## src/hdl/mh2_pkg.sv

```systemverilog
// Package for the MurmurHash2 bucket block: payload structs, sequencer states,
// register indexes and the hash constants. No dependencies.
package mh2_pkg;

  localparam logic [31:0] MUR_MUL = 32'h5bd1e995;
  localparam int unsigned SHIFT_K = 24;
  localparam int unsigned SHIFT_A = 13;
  localparam int unsigned SHIFT_B = 15;

  localparam int unsigned CFG_IDX_W = 2;
  localparam logic [CFG_IDX_W-1:0] CFG_HASH_SEED    = 2'd0;
  localparam logic [CFG_IDX_W-1:0] CFG_BUCKET_LIMIT = 2'd1;

  localparam logic [2:0] FULL_WORD = 3'd4;

  typedef struct packed {
    logic [31:0] key_word;
    logic [2:0]  word_bytes;
    logic [15:0] key_length;
    logic        first_word;
    logic        last_word;
  } key_req_t;

  typedef struct packed {
    logic [31:0] hash_value;
    logic [15:0] bucket_index;
  } hash_res_t;

  typedef enum logic [2:0] {
    S_IDLE,
    S_MK1,
    S_MK2,
    S_MH,
    S_TAIL,
    S_FIN,
    S_DIV,
    S_DONE
  } mh2_state_t;

endpackage

```

## src/hdl/murmur2_hash_bucket.sv

```systemverilog
// MurmurHash2 (32 bit) over a key of little-endian words, reduced to a bucket.
// Uses mh2_pkg for payload structs, states and constants.
//
//   channel | direction | handshake              | payload
//   --------+-----------+------------------------+-----------------------------
//   key     | in        | key_valid / key_ready  | key_req  (key_req_t)
//   hash    | out       | hash_valid / hash_ready| hash_res (hash_res_t)
//   cfg     | in        | cfg_valid / cfg_ready  | cfg_index, cfg_data
//
// One 32x32 multiplier (low half, by the fixed constant) is reused by the sequencer.
// A non-last word runs S_MK1, S_MK2 and S_MH before the next word can be taken.
// A last word runs S_MK1, S_MK2 and S_MH (full word), S_TAIL (1 to 3 bytes) or
// neither, then S_FIN, the bit-serial remainder in S_DIV and the hand-off in S_DONE.
// Reset is synchronous and clears the sequencer, key flag, configuration registers and result valid flag.
// A stalled result holds in the output register while the next key runs; its result waits.
module murmur2_hash_bucket
  import mh2_pkg::*;
(
  input  logic                 clk,
  input  logic                 rst,
  input  logic                 key_valid,
  output logic                 key_ready,
  input  key_req_t             key_req,
  output logic                 hash_valid,
  input  logic                 hash_ready,
  output hash_res_t            hash_res,
  input  logic                 cfg_valid,
  output logic                 cfg_ready,
  input  logic [CFG_IDX_W-1:0] cfg_index,
  input  logic [31:0]          cfg_data
);

  mh2_state_t  state, state_next;
  logic [31:0] hash_seed;
  logic [15:0] bucket_limit;
  logic [31:0] h;
  logic [31:0] k;
  logic [31:0] w;
  logic [2:0]  nb;
  logic        last;
  logic        in_key;
  logic [4:0]  cnt;
  logic [16:0] rem;

  logic        key_acc;
  logic        res_load;
  logic [2:0]  req_nb;
  logic [31:0] tail_bits;
  logic [31:0] mul_a;
  logic [31:0] prod;
  logic [16:0] divisor;
  logic [17:0] trial;

  assign key_acc = key_valid && key_ready;
  assign cfg_ready = 1'b1;

  // Saturate the byte count of a last word to a full word
  assign req_nb = (key_req.word_bytes > FULL_WORD) ? FULL_WORD : key_req.word_bytes;

  // Gather the tail bytes of a short last word
  always_comb begin
    tail_bits = 32'd0;
    if (nb == 3'd3) begin
      tail_bits[23:16] = w[23:16];
    end
    if (nb >= 3'd2) begin
      tail_bits[15:8] = w[15:8];
    end
    if (nb >= 3'd1) begin
      tail_bits[7:0] = w[7:0];
    end
  end

  // Select the operand of the shared multiplier
  always_comb begin
    case (state)
      S_MK1:   mul_a = w;
      S_MK2:   mul_a = k;
      S_MH:    mul_a = h;
      S_TAIL:  mul_a = h ^ tail_bits;
      S_FIN:   mul_a = h ^ (h >> SHIFT_A);
      default: mul_a = 32'd0;
    endcase
  end

  assign prod = mul_a * MUR_MUL;

  // One restoring step of the bucket remainder
  assign divisor = {1'b0, bucket_limit} + 17'd1;
  assign trial   = {rem, h[cnt]};

  // Sequence the multiplier steps, the remainder and the result hand-off
  always_comb begin
    state_next = state;
    case (state)
      S_IDLE: begin
        if (key_acc) begin
          if (!key_req.last_word || req_nb == FULL_WORD) begin
            state_next = S_MK1;
          end else if (req_nb != 3'd0) begin
            state_next = S_TAIL;
          end else begin
            state_next = S_FIN;
          end
        end
      end
      S_MK1:  state_next = S_MK2;
      S_MK2:  state_next = S_MH;
      S_MH:   state_next = last ? S_FIN : S_IDLE;
      S_TAIL: state_next = S_FIN;
      S_FIN:  state_next = S_DIV;
      S_DIV: begin
        if (cnt == 5'd0) begin
          state_next = S_DONE;
        end
      end
      S_DONE: begin
        if (!hash_valid || hash_ready) begin
          state_next = S_IDLE;
        end
      end
      default: state_next = S_IDLE;
    endcase
  end

  // Drive the handshake outputs of the sequencer
  always_comb begin
    key_ready = 1'b0;
    res_load  = 1'b0;
    case (state)
      S_IDLE:  key_ready = 1'b1;
      S_DONE:  res_load  = !hash_valid || hash_ready;
      default: begin
        key_ready = 1'b0;
        res_load  = 1'b0;
      end
    endcase
  end

  // Hold control state and configuration
  always_ff @(posedge clk) begin
    if (rst) begin
      state        <= S_IDLE;
      in_key       <= 1'b0;
      hash_valid   <= 1'b0;
      hash_seed    <= 32'd0;
      bucket_limit <= 16'd0;
    end else begin
      state <= state_next;
      if (cfg_valid && cfg_ready) begin
        if (cfg_index == CFG_HASH_SEED) begin
          hash_seed <= cfg_data;
        end else if (cfg_index == CFG_BUCKET_LIMIT) begin
          bucket_limit <= cfg_data[15:0];
        end
      end
      if (key_acc) begin
        in_key <= 1'b1;
      end else if (state == S_FIN) begin
        in_key <= 1'b0;
      end
      if (res_load) begin
        hash_valid <= 1'b1;
      end else if (hash_ready) begin
        hash_valid <= 1'b0;
      end
    end
  end

  // Advance the datapath registers
  always_ff @(posedge clk) begin
    case (state)
      S_IDLE: begin
        if (key_acc) begin
          w    <= key_req.key_word;
          last <= key_req.last_word;
          nb   <= key_req.last_word ? req_nb : FULL_WORD;
          if (key_req.first_word || !in_key) begin
            h <= hash_seed ^ {16'd0, key_req.key_length};
          end
        end
      end
      S_MK1:  k <= prod ^ (prod >> SHIFT_K);
      S_MK2:  k <= prod;
      S_MH:   h <= prod ^ k;
      S_TAIL: h <= prod;
      S_FIN: begin
        h   <= prod ^ (prod >> SHIFT_B);
        rem <= 17'd0;
        cnt <= 5'd31;
      end
      S_DIV: begin
        if (trial >= {1'b0, divisor}) begin
          rem <= 17'(trial - {1'b0, divisor});
        end else begin
          rem <= trial[16:0];
        end
        cnt <= cnt - 5'd1;
      end
      default: begin
        k <= k;
      end
    endcase
    if (res_load) begin
      hash_res.hash_value   <= h;
      hash_res.bucket_index <= rem[15:0];
    end
  end

endmodule

```

## config.mk

```make
export PLATFORM = sky130hd
export DESIGN_NAME = murmur2_hash_bucket
export DESIGN_NICKNAME = d
export VERILOG_FILES = /design/src/hdl/mh2_pkg.sv /design/src/hdl/murmur2_hash_bucket.sv
export SDC_FILE = /design/constraint.sdc
export NUM_CORES = 1
export LEC_CHECK = 0
export BUFFER_PORTS_ARGS = -buffer_cell sky130_fd_sc_hd__buf_2
export CAP_MARGIN = 10
export CORE_MARGIN = 5
export CORE_UTILIZATION = 63
export DETAILED_ROUTE_END_ITERATION = 6
export PLACE_DENSITY = 0.83
export SYNTH_ARGS = -nofsm -noshare
export SYNTH_HDL_FRONTEND = slang
export SYNTH_SLANG_ARGS = --single-unit
```

## constraint.sdc

```tcl
create_clock -name clk -period 11.2 [get_ports clk]
set_input_delay 1.12 -clock clk [delete_from_list [all_inputs] [get_ports clk]]
set_output_delay 1.12 -clock clk [all_outputs]
set_load 0.03 [all_outputs]
```

==> Implementation_results.wiki <==
{| class="wikitable"
! Metric !! Value
|-
| Length of routed met3 wiring || between 5 and 6 mm
|-
| Post-Syn Area || roughly 0.020 mm2
|-
| Worst r2r src || state[0]
|-
| Number of placement rows || 66
|-
| Buffers from clock root to sink, at most || 3
|-
| Top library cells by usage in the layout, fill and taps aside || 368 x inv_1, 235 x ha_1, 184 x nand2_1
|-
| Most prevalent standard cell on the critical path || fa_1
|-
| Share of synthesized cell area in full adder, half adder and majority cells || between 30% and 40%
|-
| Setup TNS || 0 ns
|-
| Via count || between 15000 and 20000
|-
| Combinational family with the most area after synthesis || adder cells
|-
| Post-Place Setup Slack || around 1.3 ns
|-
| Die extent in y || around 190 um
|-
| Clock tree from TritonCTS || done
|-
| Ys Warns || 0
|-
| Startpoint of the most critical setup path || state[0]
|-
| Reg clk slew, reported paths || 0.07 ns
|-
| Post-layout minimum cycle time || around 10 ns
|-
| Worst setup skew after layout || slightly below 0.02 ns
|-
| Status || completed
|-
| H-tree levels || 1
|-
| Dominant register cell in the synthesized netlist || edfxtp_1
|-
| Part of the Yosys area used for sequential elements || between 30 and 40%
|-
| Vias per cell || ~6.1
|-
| Total routed wirelength || 59.0 mm
|-
| Max-slew violations || 0
|-
| Number of sinks driven by the clock tree || roughly 220
|-
| Share of the clock period used by the worst path after layout || ~90%
|-
| Worst hold-check path type || reg -> reg
|-
| Number of remaining DRC errors || 0
|-
| Total Die Area || between 0.03 and 0.04 mm2
|-
| Max Clock Freq || 98.4 MHz
|-
| Share of synthesized area spent on multiplexers || 2.14%
|-
| Overall Global Routing Usage || approximately 32%
|-
| Total grt overflow || 0
|-
| Metal1 wirelength || between 20 and 25 mm
|-
| GPL Wtd Cong || about 1.0
|-
| Iter 0 DRT Violations || roughly 1800
|-
| Commonest non-fill, non-tap cell in the layout || inv_1
|-
| Worst hold margin || approximately 0.47 ns
|-
| Number of violations of the max-capacitance limit || 0
|-
| Slew at the pin closest to its max-slew limit || ~1.2 ns
|-
| Number of enable-type register cells in the synthesized netlist || 170
|-
| Synthesized netlist cell count || roughly 2000
|-
| TritonRoute pass-1 iters || 6
|-
| Post-CTS Repair Setup Buffers || 0
|-
| Number of synthesized register bits || ~220
|-
| Highest routed layer || met4
|-
| Number of antenna violations at the first check in global routing || 1
|-
| CP max stage cell || dfxtp_2
|-
| Final count of hold timing violations || 0
|-
| Worst path max stage delay || between 0.9 and 1 ns
|-
| Starting density of the core || between 60% and 70%
|-
| Slew HR || 18.3%
|-
| Horiz. Die Dim || 190 um
|-
| Synth-to-Final Area Change || 9.71%
|-
| Maximum fanout count along the critical path || 52
|-
| Number of buffers added to fix hold violations after cts || 0
|-
| RSZ-0062 raised after global routing || no
|-
| Final WS setup || slightly above 1 ns
|-
| Final setup violation count || 0
|-
| Total of buffers placed on input and output ports || roughly 140
|-
| Xor and xnor area share after synthesis || under 10%
|-
| Layout net count || about 2600
|-
| Placed wire-length estimate after detailed placement || 46.4 mm
|-
| Latest clock arrival within the worst-skew pair || between 0.5 and 0.6 ns
|-
| Worst endpoint data arrival time || about 10 ns
|-
| Number of nets with antenna violations after routing || 0
|-
| Number of buffers created by CTS || 22
|-
| Wire length of the first global-routing pass || approximately 90 mm
|-
| Data required, critical path || approximately 11 ns
|-
| Syn Area/Cell || ~10 um2
|-
| Net Count, Synth || roughly 2500
|-
| Pin count of the biggest net entering global routing || 54
|-
| Critical path class || reg -> reg
|-
| Detail-routed net length per standard cell || around 23 um
|-
| Largest delay share family, worst path || adder cells
|-
| Origin of the worst min-delay path || hash_seed[1]
|-
| Number of top-level pins || 143
|-
| Count of unique library cells instantiated by Yosys || 73
|-
| Core footprint || ~0.032 mm2
|-
| Asr flop ratio synth || 0%
|-
| Startpoint types || flop
|-
| Compound-cell area share of the yosys netlist || 12.3%
|-
| Buffers and inverters on the worst path || 5
|-
| Endpoint class of the critical path || flop
|-
| Share of final-layout standard cells stronger than drive strength 1 || 11.4%
|-
| Via count of the first global-routing pass || 15985
|-
| DR WL met2 || about 28 mm
|-
| Utilization after layout || between 60% and 70%
|-
| Post-Synth Simple-Gate Area || 8.07%
|-
| PostCTS Resize Cnt || 0
|-
| Clock tree root driver cell || clkbuf_16
|}
-- kinds of logic after synthesis --
logic type               count (synthesis)
flip-flops                             223
other                                    1
multiplexers                            30
AO/OA/AOI/OAI                          375
AND/OR/NAND/NOR                        370
XOR/XNOR                               156
buffers and inverters                  438
adder cells (fa/ha/maj)                417
-- worst paths after layout --
kind             endpoint  slack (ns)  cells past startpoint
max                  k[5]        1.04                     28
min          hash_seed[1]        0.47                      2
max reg2reg          k[5]        1.04                     28
min reg2reg  hash_seed[1]        0.47                      2
-- flip-flops by register name, indices dropped and copies added (netlist names) --
name / flops
hash_res: 48
last: 1
hash_valid: 1
bucket_limit: 16
rem: 17
cnt: 5
nb: 3
in_key: 1
state: 3
w: 32
hash_seed: 32
h: 32
k: 32
-- layer usage --
layer  track usage [%]  up-vias
met2              52.9      941
met4              14.6        0
met3              4.66      186
li1                  -     7042
met5                 0        -
met1              42.8     7734
-- metrics by stage --
step,cells,area (um2)
floorplan,2010,20400
global placement,2546,21600
detailed placement,2546,21600
CTS,2586,22400
global route,2587,22400
finish,2588,22400
-- layout make-up --
cell class                 count  area [um2]
antenna                        2        5.00
timing repair buffer         164         878
clock inverter                15         239
inverter                     368        1380
clock buffer                  25         572
tap                          442         553
sequential                   223        6170
multi-input combinational   1349       12600
fill                        2354        9890
-- synth_stat cells (20+ instances only) --
cell	number	area, um2
a221oi_1	26	228
inv_1	368	1380
nor2_1	74	278
ha_1	235	2940
o21ai_0	60	300
clkbuf_1	49	184
xnor2_1	106	928
a21o_1	23	173
nand2_1	184	691
a221o_1	26	260
edfxtp_1	170	5100
fa_1	182	3640
dfxtp_1	53	1060
a22oi_1	20	150
a21oi_1	126	631
a31oi_1	22	138
xor2_1	46	403
nand3_1	30	150
-- worst min-delay path, delay by kind of cell (launching register included) --
| kind | cells | cell delay [ns] |
|---|---|---|
| AOI/OAI and AO/OA | 1 | 0.05 |
| and+or+nand+nor | 1 | 0.05 |
| DFF | 1 | 0.32 |
Power is left out: the tool's default activity adds up to more than one toggle a clock period on the data nets, which glitch-free logic cannot reach.
